### src/hw/rtl/gaqs_pkg.sv
// Package for the gas air quality score block: states, constants, 2^x table.
package gaqs_pkg;

	localparam int EXP_TABLE_DEPTH = 256;
	localparam int IDX_W = $clog2(EXP_TABLE_DEPTH + 1);
	localparam int P_W = 16 + IDX_W;

	localparam logic [63:0] LN2_Q30 = 64'd744261118;
	localparam logic [63:0] ONE_Q30 = 64'd1 << 30;

	localparam int LOG2E_Q16 = 94548;
	localparam logic [27:0] ZNUM_K = 28'(1762 * LOG2E_Q16);
	localparam logic [16:0] LOG2E_K = 17'(LOG2E_Q16);
	localparam logic [6:0] ZDEN_K = 7'd100;
	localparam int Z_OFS = 24312;
	localparam int H_OFS = 27315;
	localparam logic [15:0] HDEN_K = 16'd46152;
	localparam logic [15:0] N_K = 16'd61120;
	localparam logic [14:0] SCORE_K = 15'd25600;
	localparam logic [47:0] MAX48 = 48'hFFFF_FFFF_FFFF;

	localparam logic [7:0] BURN_IN_RST = 8'd25;
	localparam logic [15:0] GAIN_RST = 16'd1966;

	localparam logic REG_BURN_IN = 1'b0;
	localparam logic REG_GAIN = 1'b1;

	typedef logic [31:0] exp_tab_t [0:EXP_TABLE_DEPTH];

	function automatic exp_tab_t build_exp_tab();
		exp_tab_t tab;
		logic [63:0] u;
		logic [63:0] s;
		logic [63:0] term;
		for (int i = 0; i < EXP_TABLE_DEPTH; i++) begin
			u = (64'(i) * LN2_Q30) / EXP_TABLE_DEPTH;
			s = ONE_Q30;
			term = ONE_Q30;
			for (int k = 1; k <= 24; k++) begin
				term = ((term * u) >> 30) / 64'(k);
				s = s + term;
			end
			tab[i] = s[31:0];
		end
		tab[EXP_TABLE_DEPTH] = 32'h8000_0000;
		return tab;
	endfunction

	localparam exp_tab_t EXP_TAB = build_exp_tab();

	typedef enum logic [4:0] {
		ST_IDLE,
		ST_ZPREP,
		ST_ZDIV_GO,
		ST_ZDIV_WAIT,
		ST_XPOW_A,
		ST_XPOW_B,
		ST_NMUL,
		ST_NSHIFT,
		ST_HDIV_GO,
		ST_HDIV_WAIT,
		ST_YMUL1,
		ST_YMUL2,
		ST_YPOW_A,
		ST_YPOW_B,
		ST_CMUL,
		ST_CSHIFT,
		ST_UPDATE,
		ST_NORM,
		ST_RDIV_GO,
		ST_RDIV_WAIT,
		ST_SMUL1,
		ST_SMUL2,
		ST_OUT
	} state_t;

	typedef struct packed {
		logic        start;
		logic [63:0] num;
		logic [31:0] den;
	} div_req_t;

	typedef struct packed {
		logic        done;
		logic [63:0] quot;
	} div_rsp_t;

endpackage

### src/hw/rtl/gaqs_div.sv
// Shared restoring divider, 64-bit dividend by 32-bit divisor, one bit per cycle.
module gaqs_div (
	input  logic                clk,
	input  logic                arst_n,
	input  gaqs_pkg::div_req_t  req,
	output gaqs_pkg::div_rsp_t  rsp
);
	import gaqs_pkg::*;

	logic        busy_q;
	logic [5:0]  cnt_q;
	logic        done_q;
	logic [31:0] rem_q;
	logic [63:0] quo_q;
	logic [31:0] den_q;

	logic [32:0] rem_sh;
	logic        ge;
	logic [32:0] rem_nx;

	always_comb begin
		rem_sh = {rem_q, quo_q[63]};
		ge = rem_sh >= {1'b0, den_q};
		rem_nx = ge ? (rem_sh - {1'b0, den_q}) : rem_sh;
	end

	always_ff @(posedge clk or negedge arst_n) begin
		if (!arst_n) begin
			busy_q <= 1'b0;
			cnt_q <= '0;
			done_q <= 1'b0;
		end else begin
			done_q <= 1'b0;
			if (req.start) begin
				busy_q <= 1'b1;
				cnt_q <= '0;
			end else if (busy_q) begin
				cnt_q <= cnt_q + 6'd1;
				if (cnt_q == 6'd63) begin
					busy_q <= 1'b0;
					done_q <= 1'b1;
				end
			end
		end
	end

	always_ff @(posedge clk) begin
		if (req.start) begin
			rem_q <= '0;
			quo_q <= req.num;
			den_q <= req.den;
		end else if (busy_q) begin
			rem_q <= rem_nx[31:0];
			quo_q <= {quo_q[62:0], ge};
		end
	end

	assign rsp.done = done_q;
	assign rsp.quot = quo_q;

endmodule

### config.mk
export PLATFORM = sky130hd
export DESIGN_NAME = gaqs_div
export DESIGN_NICKNAME = d
export VERILOG_FILES = /design/src/hw/rtl/gaqs_pkg.sv /design/src/hw/rtl/gaqs_div.sv
export SDC_FILE = /design/constraint.sdc
export NUM_CORES = 1
export LEC_CHECK = 0
export ABC_CLOCK_PERIOD_IN_PS = 3600
export BUFFER_PORTS_ARGS = -buffer_cell sky130_fd_sc_hd__buf_2
export CAP_MARGIN = 10
export CORE_ASPECT_RATIO = 1.2
export CORE_UTILIZATION = 35
export DETAILED_ROUTE_END_ITERATION = 8
export PLACE_DENSITY_LB_ADDON = 0.15
export SLEW_MARGIN = 20
export SYNTH_ARGS = -nofsm -noshare
export SYNTH_HDL_FRONTEND = slang
export SYNTH_SLANG_ARGS = --single-unit
### constraint.sdc
create_clock -name clk -period 3.6 [get_ports clk]
set_input_delay 0.18 -clock clk [delete_from_list [all_inputs] [get_ports clk]]
set_output_delay 0.18 -clock clk [all_outputs]
set_load 0.005 [all_outputs]
== After elaboration in Yosys (flattened, before gate mapping) ==
Cells that the tools add are included.
Storage, ports and cells
  flip-flop bits (word level): 136
  bits of input ports: 99
  output and inout port bits: 65
  word-level logic and storage cells: 22
Operators by class
  add/subtract/negate cells: 2
  magnitude comparators: 1
  equality and inequality tests: 1
  multiplexer cells: 11
  reduce and logical (&&, ||, !) cells: 1
Operators by type and width (number)
  $mux W64: 2
  $ge A33 B32 Y1: 1
  $mux W32: 1
  $sub A32 B32 Y32: 1
  $mux W6: 2
  $add A6 B1 Y6 const B: 1
  $eq A6 B6 Y1 const B: 1
  $mux W1: 6
  $reduce_bool A2 Y1: 1

== Longest topological paths before layout ==
Gate-level depths: netlist of run 1.
  depth after elaboration: 4
  gate-level depth with buffers: 13
  gate-level depth less buffers: 11

== Least setup slack after synthesis of run 1 ==
No wires, ideal clock.
  kind: register -> register
  start point: register den_q[18]
  end point: register quo_q[0] (data pin)
  library setup time: 260 ps
  arrival time: 2484 ps
  required time: 3340 ps
  setup slack: 856 ps
  stages on the path, launching flop included: 12
  buffers on the path: 2
  clock period less this slack: 2744 ps
  path through: edfxtp_1 > inv_1 > ha_1 > a21o_1 > a21o_1 > a221o_1 > nor2b_1 > a211o_1 > and2_1 > buf_4 > buf_4 > mux2_2
Between the ends
  cells in the longest elaborated chain, start to end: 3
Ends and longest elaborated chain
  start: declaration: RTL line gaqs_div.sv:15  | logic [31:0] den_q;
  start signal: assignment: RTL line gaqs_div.sv:51  | den_q <= req.den;
  $ge A33 B32 Y1: RTL line gaqs_div.sv:23  | ge = rem_sh >= {1'b0, den_q};
  $mux W64: RTL line gaqs_div.sv:52  | end else if (busy_q) begin
  $mux W64: RTL line gaqs_div.sv:48  | if (req.start) begin
  end signal: assignment: RTL line gaqs_div.sv:50  | quo_q <= req.num;
  end signal: assignment: RTL line gaqs_div.sv:54  | quo_q <= {quo_q[62:0], ge};
  end: declaration: RTL line gaqs_div.sv:14  | logic [63:0] quo_q;
No other way between the ends. The select of a mux whose other input is x is not followed.
A chain may end at the register's enable or synchronous reset.

== Worst setup path after layout of run 1 ==
  start point: register quo_q[63]
  end point: register rem_q[26]
Between the ends
  cells in the longest elaborated chain, start to end: 2
  elaborated cells on any way between the ends: 3
  those cells by class: add/sub (1); order compare (1); mux (1)
Ends and longest elaborated chain
  $sub A32 B32 Y32 or $ge A33 B32 Y1 (tied branches): RTL line gaqs_div.sv:24, gaqs_div.sv:23
  $mux W32 (*): RTL line gaqs_div.sv:24  | rem_nx = ge ? (rem_sh - {1'b0, den_q}) : rem_sh;
  end signal: assignment: RTL line gaqs_div.sv:53  | rem_q <= rem_nx[31:0];
  end: declaration: RTL line gaqs_div.sv:13  | logic [31:0] rem_q;
Every way passes the cells marked *; elsewhere a longest branch is shown, timed or not.

==> run summary, run 1 <==
P_leak: 3.99 nW
Initial drt markers: 248
Status: finished clean
Most used DFF post-synth: edfxtp_1
Total Routing Usage GR: 17.2%
Async SR Flop Fraction: 5.88%
Post-Route WL: 18.2 mm
Grt ovf: 0
Wire length on met3: 1.09 mm
Share of cells above drive strength 1: 33.1%
Tcrit/Tclk final: 84.7%
Clock Tree Root: clkbuf_16
Sw frac: 24.8%
# diodes: 0
Unrepaired setup endpoints after global routing: false
Share of power burned in registers: 45.1%
CTS clk-pin slew, worst paths: 0.07 ns
Fillers: 1973
Ports: 164
Pwr dens: 439 nW/um^2
Routed Antenna Nets: 0
Worst-skew pair later-pin latency: 0.42 ns
Final min period: 3.05 ns
CTS Buffer Depth: 2
DIE AREA: 21900 um^2
Internal cell power: 0.00310 W
Net count, final: 974
Wire per inst: 16.2 um
Fin. Hold Viols: 0
IO buf count: 163
Post-route setup TNS: 0 ns
Comb power frac: 11.8%
Largest net degree at the start of global routing: 65
Worst setup path start: quo_q[63]
Setup crit end kind: flop
Die height: 162 um
Hold path depth: 2
Met1 Wirelength: 8.06 mm
Core footprint: 21000 um^2
Uppermost layer routed: met4
Class of the worst hold path: input pin to flop
Synth Area per Inst: 11.5 um^2
Critical Path RT: 3.92 ns
CTS Sinks: 136
Num CTS Buffers: 17
Reg2reg end: rem_q[26]
Clock share of power: 43.1%
Max Clk Rate: 328 MHz
Measured slew at the worst slew-check pin: 0.992 ns
Post-synth EDFFs: 96
Maxcap violations: 0
Number of synthesized register bits: 136
Vias in the first global route: 5851
# resized after CTS: 0
Synth Instances: 652
CP Class: flop to flop
Reg-to-reg startpoint: quo_q[63]
Worst Hold End: quo_q[51]
Syn nets: 785
R2r worst-path depth: 11
Final HPWL DP: 13.0 mm
Headroom to the max-slew limit: 33.6%
Hold Startpoint: req[83]
GP Congestion: 0.852
Tot Pwr: 0.00413 W
Hold WS: 0.0558 ns
Critical path fanouts, max: 3
Post-CTS Setup Bufs: 0
Area added between synthesis and finish: 25.7%
Multi-input gate area: 3380 um^2
Critical Path Source Type: flop
DRT Pass-1 Iters: 5
First-pass GRT wire length: 29.4 mm
Post-Syn Area: 7470 um^2
Die X: 135 um
Flop-to-flop setup slack: 0.55 ns
Vias post-DR: 5739
Clock skew: 0.0106 ns
H-tree depth: 4
Sequential cell area fraction in the yosys report: 49.8%
Met2 WL: 8.89 mm
TritonCTS clock tree: built
Via/cell ratio: 5.11
Antenna violations before repair: 0
Yosys Warn Count: 0
Initial Util: 35.6%
Num rows: 58
DRC violations left: 0
Largest vdd supply drop: 338 uV
Storage element area: 3720 um^2
Max Slew Vio Count: 0
Synth cell types: 74
Switch Pwr: 0.00102 W
Final setup fails: 0
Crit path DAT: 3.37 ns
cell families after synthesis:
group           count (synthesis)  synth area share (%)
xor+xnor                       26                  3.05
fa+ha+maj                      34                  5.79
mux                            89                  13.0
simple gates                  149                  9.85
flops                         136                  49.8
compound gates                143                  13.6
buf+inv                        75                  4.89
area by class of cell:
type                            instances  area share, %
Tap cell                              270           3.60
Sequential cell                       136           39.6
Timing Repair Buffer                  202           12.7
Inverter                               43           1.72
Clock inverter                         14           1.75
Clock buffer                           18           4.57
Multi-Input combinational cell        441           36.0
power by group through the flow:
stage / clock (W) / combinational [W] / sequential, W
2_1_floorplan: 0 / 0.000260 / 0.00189
3_3_place_gp: 0 / 0.000460 / 0.00189
3_5_place_dp: 0 / 0.000465 / 0.00189
4_1_cts: 0.00182 / 0.000496 / 0.00186
5_1_grt: 0.00189 / 0.000541 / 0.00188
6_report: 0.00178 / 0.000489 / 0.00186
stage by stage:
step | area, um^2 | worst slack [ns] | utilization, % | std cells
finish | 9390 | 0.551 | 44.8 | 1124
global route | 9390 | 0.335 | 44.8 | 1124
floorplan | 7470 | 0.856 | - | 652
global placement | 8470 | 0.662 | 40.4 | 1059
CTS | 9390 | 0.557 | 44.8 | 1124
detailed placement | 8470 | 0.612 | 40.4 | 1059
cell usage in the layout, fill, tap and decap left out, types with 15 or more instances in the layout:
| cell type | n |
|---|---|
| ha_1 | 33 |
| nor2_1 | 56 |
| a211oi_1 | 18 |
| buf_2 | 162 |
| xnor2_1 | 15 |
| nand2_1 | 31 |
| mux2i_1 | 25 |
| edfxtp_1 | 96 |
| mux2_2 | 64 |
| dfxtp_1 | 32 |
| clkbuf_16 | 17 |
| dlygate4sd3_1 | 33 |
| a21oi_1 | 27 |
| inv_1 | 42 |
cells in the mapped netlist (3+ instances only):
cell	n	area [um^2]
mux2_2	64	721
and4_1	3	26.3
a41oi_1	5	43.8
nor3_1	5	25.0
a211o_1	5	43.8
buf_4	6	45.0
nor2_1	56	210
clkbuf_8	5	68.8
and3_1	4	25.0
nor3b_1	3	22.5
nand2b_1	5	31.3
o21ai_1	10	50.1
xnor2_1	15	131
and2_1	4	25.0
mux2i_1	25	250
a21o_1	9	67.6
o21a_1	4	30.0
xor2_1	11	96.3
dfrtp_1	8	200
nand3_1	8	40.0
ha_1	33	413
a21oi_1	27	135
nand4_1	9	56.3
nand2_1	31	116
edfxtp_1	96	2880
dfxtp_1	32	641
inv_1	43	161
a211oi_1	18	135
o41ai_1	3	26.3
or3_1	6	37.5
o31ai_1	5	37.5
o21bai_1	3	22.5
a31oi_1	7	43.8
buf_2	3	15.0
clkbuf_1	17	63.8
a311oi_1	7	61.3
o21ai_0	13	65.1
per-layer routing:
metal  track usage, %  vias to the layer above
li1                 -                     2832
met1             21.3                     2731
met2             28.3                      162
met3             5.34                       14
met4             5.67                        0
met5                0                        -
timing repair:
item,in CTS,in global routing
hold endpoints to repair,40,0
endpoints found under the setup margin,0,0
hold buffers,33,0
how the worst max path moves through the flow:
stage | to | slack (ns) | cells after the start
6_report | rem_q[26] | 0.55 | 11
5_1_grt | rem_q[26] | 0.34 | 11
4_1_cts | rem_q[26] | 0.56 | 11
3_5_place_dp | rem_q[26] | 0.61 | 11
3_3_place_gp | quo_q[0] | 0.66 | 10
2_1_floorplan | quo_q[0] | 0.86 | 11
critical path: stages (launching register included):
cell and delay, ns:
edfxtp_1 0.40, inv_1 0.08, ha_1 0.18, fa_1 0.22, and2b_1 0.20, o31a_2 0.31, o21ai_2 0.21, o21ai_1 0.15
a211o_1 0.38, a31o_1 0.24, a311o_1 0.32, a311oi_1 0.26
flip-flops by register name (all words and copies together) (netlist names):
register	cells
quo_q	64
den_q	32
rem_q	32
cnt_q	6
busy_q	1
done_q	1
Power figures use the tool's default switching activity.
==> run 2: changes to the inputs <==
- ABC_CLOCK_PERIOD_IN_PS: 3600 -> 2700
- clock period: 3.6 -> 2.7 ns (I/O delays scaled with it)
==> run 2 against run 1 <==
Effect of this change: the flow now finishes with violations (negative setup slack); hold slack lost 0.039 ns; power grew 36%; via count grew 8.1%; maximum frequency grew 9.0%; register-to-register slack lost 0.65 ns; combinational power grew 62%; final cell count grew 9.2%; die area is the same; flip-flop and latch count is the same; critical path depth is the same; utilization grew 5.8 points; clock-buffer cell count shrank 1; largest power group unchanged.
==> run summary, run 2 (synthesized netlist as in run 1, its figures left out) <==
Max Slew Vio Count: 0 (unchanged)
Worst setup path start: quo_q[63]
Headroom to the max-slew limit: 62.7% (+29 points)
Top reg by flops: quo_q
Core footprint: 21000 um^2 (unchanged)
CTS Buffer Depth: 2 (unchanged)
Clock skew: 0.0104 ns (-0.000232 ns)
Reg2reg end: rem_q[26]
Cell Chain, Critical Path: inv_1, ha_2, fa_2, and2b_1, o31a_2, o21ai_4, o21ai_2, a211o_1, a31o_1, a311o_1, a311oi_2
P_leak: 4.54 nW (+14%)
Status: complete, but fails checks
GP Congestion: 0.824 (-3.4%)
Failing checks: negative setup slack
Class of the worst hold path: input pin to flop
Pre-CTS setup slack: -0.129 ns (-0.741 ns)
Dpl cells: 1112 (+5.0%)
Die X: 135 um (unchanged)
Fillers: 1900 (-3.7%)
Measured slew at the worst slew-check pin: 0.558 ns (-0.434 ns)
Area added between synthesis and finish: 42.0%
Largest registers: quo_q (64), den_q (32), rem_q (32)
CTS Sinks: 136 (unchanged)
Most common cell after layout, fill and taps aside: buf_2
Num CTS Buffers: 17 (unchanged)
Setup crit end kind: flop
First-pass GRT wire length: 31.7 mm (+7.7%)
Via/cell ratio: 5.06 (-0.96%)
Share of cells above drive strength 1: 39.4% (+6.3 points)
Crit path DAT: 3.13 ns (-0.24 ns)
DRC violations left: 0 (unchanged)
Largest net degree at the start of global routing: 71 (+9.2%)
Multi-input gate area: 3610 um^2 (+6.8%)
Number of flip-flops in the largest register: 64 (unchanged)
# diodes: 0 (unchanged)
TritonCTS clock tree: built
Vias post-DR: 6205 (+8.1%)
CP peak stage delay: 0.38 ns (-0.02 ns)
Worst-skew pair later-pin latency: 0.42 ns (about the same)
CP Class: flop to flop
Largest vdd supply drop: 401 uV (+19%)
Unrepaired setup endpoints after global routing: true
Critical Path Source Type: flop
H-tree depth: 4 (unchanged)
Tcrit/Tclk final: 104% (+19 points)
Maxcap violations: 0 (unchanged)
Post-Route WL: 19.8 mm (+8.8%)
Die height: 162 um (unchanged)
Fin cells: 1227 (+9.2%)
Wire per inst: 16.2 um (-0.31%)
DRT Pass-1 Iters: 4 (-1)
Commonest cells after routing, fill and taps aside: buf_2 (162), edfxtp_1 (96), dlygate4sd3_1 (72)
Slowest cell on crit path: edfxtp_1
Final min period: 2.80 ns (-0.253 ns)
Pwr dens: 529 nW/um^2 (+21%)
Initial drt markers: 278 (+12%)
Clock Tree Root: clkbuf_16
Storage element area: 3720 um^2 (about the same)
Total Routing Usage GR: 18.3% (+1.1 points)
DIE AREA: 21900 um^2 (unchanged)
Final HPWL DP: 13.9 mm (+6.5%)
Routed Antenna Nets: 0 (unchanged)
R2r worst-path depth: 11 (unchanged)
Worst setup margin: -0.0958 ns (-0.647 ns)
Antenna violations before repair: 0 (unchanged)
Critical path fanouts, max: 3 (unchanged)
Final setup fails: 2 (+2)
Ports: 164 (unchanged)
Critical path destination: rem_q[26]
Critical Path RT: 3.03 ns (-0.89 ns)
Vias in the first global route: 6469 (+11%)
CTS clk-pin slew, worst paths: 0.07 ns (about the same)
Fin. Hold Viols: 0 (unchanged)
Reg-to-reg startpoint: quo_q[63]
Max Clk Rate: 358 MHz (+9.0%)
Initial Util: 35.6% (unchanged)
IO buf count: 163 (unchanged)
Grt ovf: 0 (unchanged)
Net count, final: 1077 (+11%)
Num rows: 58 (unchanged)
Flop-to-flop setup slack: -0.1 ns (-0.65 ns)
run 2: cell types whose count changed in the layout (fill, tap and decap cells not counted), moves of 5 or more:
| cell | delta |
|---|---|
| buf_4 | +53 |
| dlygate4sd3_1 | +39 |
| ha_1 | -8 |
| ha_4 | +6 |
| a21oi_1 | -5 |
| buf_12 | +5 |
run 2: area by class of cell:
cell class / count / area share, %
clock buffers: 17 / 4.01
clock inverters: 15 / 1.50
inverters: 43 / 1.52
multi-input cells: 441 / 34.1
flip-flops and latches: 136 / 35.1
well taps: 270 / 3.18
repair buffers: 305 / 20.6
run 2: what timing repair did:
item                                   in CTS  in global routing
setup buffers                               3                  5
setup endpoints to repair                  10                 32
gates cloned                                0                  3
endpoints found under the hold margin      79                  0
gates resized for setup                     7                 41
pin swaps                                   3                 19
hold buffers                               72                  0
run 2: layer usage:
metal	vias to the layer above	share of wire (%)	wire [um]	global-route usage [%]
li1	3033	-	-	-
met1	2978	42	8410	21.7
met2	167	50	9950	31.8
met3	27	5.5	1080	4.93
met4	0	1.9	386	6.28
met5	-	0	0	0
run 2: stage by stage:
stage | hold slack (ns) | TNS (ns) | util (%) | total power, W | area [um^2]
after detailed placement | -0.00745 | -0.235 | 42.6 | 0.00321 | 8930
final | 0.0168 | -0.129 | 50.6 | 0.00562 | 10600
after floorplan | -0.161 | 0 | - | 0.00287 | 7500
after global placement | -0.0155 | -0.0475 | 42.6 | 0.00319 | 8930
after global routing | 0.00517 | -1.99 | 50.6 | 0.00585 | 10600
after CTS | 0.000437 | -0.127 | 49.1 | 0.00566 | 10300
run 2: power by group:
part	switching, W	internal (W)	leakage [nW]
Combinational	0.000344	0.000446	2.90
Clock	0.00104	0.00131	0.284
Sequential	0.0000774	0.00241	1.36
run 2: worst min path at each step:
stage | startpoint | slack [ns] | endpoint | depth (start not counted)
2_1_floorplan | arst_n | -0.16 | busy_q | 0
3_3_place_gp | arst_n | -0.02 | done_q | 1
3_5_place_dp | arst_n | -0.007 | done_q | 1
4_1_cts | req[37] | 0.0004 | quo_q[5] | 2
5_1_grt | req[37] | 0.005 | quo_q[5] | 2
6_report | req[49] | 0.02 | quo_q[17] | 2
run 2: worst max-delay path: cells and delay by family (launching register included):
kind | cells | cell delay (ns)
buffers and inverters | 1 | 0.07
flip-flops | 1 | 0.38
AND/OR/NAND/NOR | 1 | 0.19
AO/OA/AOI/OAI | 7 | 1.69
adder cells (fa/ha/maj) | 2 | 0.38
==> run 3: changes to the inputs <==
- BUFFER_PORTS_ARGS: -buffer_cell sky130_fd_sc_hd__buf_2 -> -buffer_cell sky130_fd_sc_hd__buf_4
- SLEW_MARGIN: 20 -> not set
==> run 3 against run 2 <==
Effect of this change: the flow still finishes with violations (negative setup slack); sequential share of layout area fell by 1.4 points; design area rose by 4.1%; power rose by 4.0%; sequential power barely moved; clock-buffer cell count did not move; highest routed layer unchanged; hold slack barely moved; routed wire length rose by 0.74%; non-clock buffer count rose by 2; flip-flop and latch count did not move; critical path type unchanged; critical endpoint is now quo_q[0]; utilization rose by 2.1 points.
==> run summary, run 3 (synthesized netlist as in run 1, its figures left out) <==
Status: complete, but fails checks
Failing checks: negative setup slack
Max Clk Rate: 370 MHz (+3.3%)
IO buf count: 163 (unchanged)
Unrepaired setup endpoints after global routing: true
Vias post-DR: 6234 (+0.47%)
Routed Antenna Nets: 0 (unchanged)
DRC violations left: 0 (unchanged)
Maxcap violations: 0 (unchanged)
TritonCTS clock tree: built
Fillers: 1859 (-2.2%)
Initial drt markers: 238 (-14%)
DIE AREA: 21900 um^2 (unchanged)
Largest net degree at the start of global routing: 56 (-21%)
Ports: 164 (unchanged)
Clock Tree Root: clkbuf_16
Clock skew: 0.00952 ns (-0.000875 ns)
# diodes: 0 (unchanged)
Post-Route WL: 20.0 mm (+0.74%)
Core footprint: 21000 um^2 (unchanged)
Num CTS Buffers: 17 (unchanged)
Top reg by flops: quo_q
Final setup fails: 1 (-1)
Critical path fanouts, max: 7 (+4)
Class of the worst hold path: input pin to flop
CTS Sinks: 136 (unchanged)
P_leak: 4.70 nW (+3.6%)
Die X: 135 um (unchanged)
Max Slew Vio Count: 0 (unchanged)
Fin. Hold Viols: 0 (unchanged)
Hold WS: 0.0173 ns (+0.000432 ns)
DRT Pass-1 Iters: 5 (+1)
Share of cells above drive strength 1: 40.3% (+0.86 points)
Final HPWL DP: 14.0 mm (+0.70%)
CTS clk-pin slew, worst paths: 0.06 ns (about the same)
Net count, final: 1079 (+0.19%)
Number of flip-flops in the largest register: 64 (unchanged)
Via/cell ratio: 5.07 (+0.30%)
Pwr dens: 529 nW/um^2 (about the same)
Area added between synthesis and finish: 47.8%
Largest vdd supply drop: 421 uV (+4.9%)
CP Class: flop to flop
First-pass GRT wire length: 32.0 mm (+1.2%)
Setup crit end kind: flop
Grt ovf: 0 (unchanged)
Total Routing Usage GR: 18.6% (+0.29 points)
Largest registers: quo_q (64), den_q (32), rem_q (32)
Vias in the first global route: 6570 (+1.6%)
Critical Path Source Type: flop
Tcrit/Tclk final: 100% (-3.3 points)
GP Congestion: 0.856 (+3.9%)
CTS Buffer Depth: 2 (unchanged)
Num rows: 58 (unchanged)
Die height: 162 um (unchanged)
Measured slew at the worst slew-check pin: 0.543 ns (-0.0145 ns)
Headroom to the max-slew limit: 63.7% (+0.97 points)
Post-route setup TNS: -0.00568 ns (+0.123 ns)
Storage element area: 3720 um^2 (about the same)
Antenna violations before repair: 0 (unchanged)
Wire per inst: 16.2 um (+0.57%)
Crit path DAT: 2.88 ns (-0.25 ns)
H-tree depth: 4 (unchanged)
Worst setup margin: -0.00568 ns (+0.0901 ns)
Most common cell after layout, fill and taps aside: buf_4
Worst-skew pair later-pin latency: 0.43 ns (about the same)
Commonest cells after routing, fill and taps aside: buf_4 (228), edfxtp_1 (96), dlygate4sd3_1 (70)
Initial Util: 35.6% (unchanged)
Multi-input gate area: 3650 um^2 (+0.97%)
Critical Path RT: 2.88 ns (-0.15 ns)
Final min period: 2.71 ns (-0.0901 ns)
## run 3: repair_timing
item,in CTS,in global routing
setup buffers,6,3
pin swaps,15,25
hold endpoints to repair,77,0
gates cloned,0,1
endpoints found under the setup margin,10,31
hold buffers,70,0
gates resized for setup,15,35
## run 3: worst paths after layout
path / to / depth (start not counted) / slack (ns) / startpoint
max: quo_q[0] / 10 / -0.006 / den_q[18]
min: quo_q[2] / 2 / 0.02 / req[34]
max reg2reg: quo_q[0] / 10 / -0.006 / den_q[18]
min reg2reg: rem_q[11] / 2 / 0.47 / rem_q[11]
max in group asynchronous: cnt_q[1] / 2 / 2.50 / arst_n
min in group asynchronous: cnt_q[4] / 2 / 0.06 / arst_n
## run 3: worst max-delay path, stage by stage, from the launching register on
cell and delay [ns]:
edfxtp_1 0.36, inv_1 0.09, ha_4 0.21, a21o_1 0.17, a21o_1 0.17, a221o_1 0.35, nor2b_1 0.16, a211o_1 0.32
and2_4 0.19, clkbuf_16 0.17, mux2_2 0.26
## run 3: area by class of cell
cell class                 instances  share of cell area (%)
inverter                          43                    1.46
clock inverter                    15                    1.64
clock buffer                      17                    3.85
tap                              270                    3.06
sequential                       136                    33.7
timing repair buffer             307                    23.2
multi-input combinational        441                    33.0
## run 3: metal layers
metal  GRT usage [%]  part of all wire (%)
met1            22.1                    43
met2            31.6                    49
met3            5.34                   6.0
met4            7.20                   2.0
met5               0                     0
## run 3: through the flow
stage          worst slack, ns  cells  util, %  cell area (um^2)  power (W)
2_1_floorplan          0.00456    652        -              7500    0.00287
3_3_place_gp           -0.0653   1117     44.7              9380    0.00330
3_5_place_dp            -0.167   1117     44.7              9380    0.00331
4_1_cts                -0.0746   1225     51.6             10800    0.00587
5_1_grt                 -0.122   1229     52.7             11000    0.00607
6_report              -0.00568   1229     52.7             11000    0.00584
## run 3: power by group
| part | internal, W | total (W) | switching, W |
|---|---|---|---|
| clock network | 0.00140 | 0.00245 | 0.00104 |
| logic | 0.000550 | 0.000907 | 0.000357 |
| registers | 0.00241 | 0.00249 | 0.0000815 |
| total | 0.00436 | 0.00584 | 0.00148 |
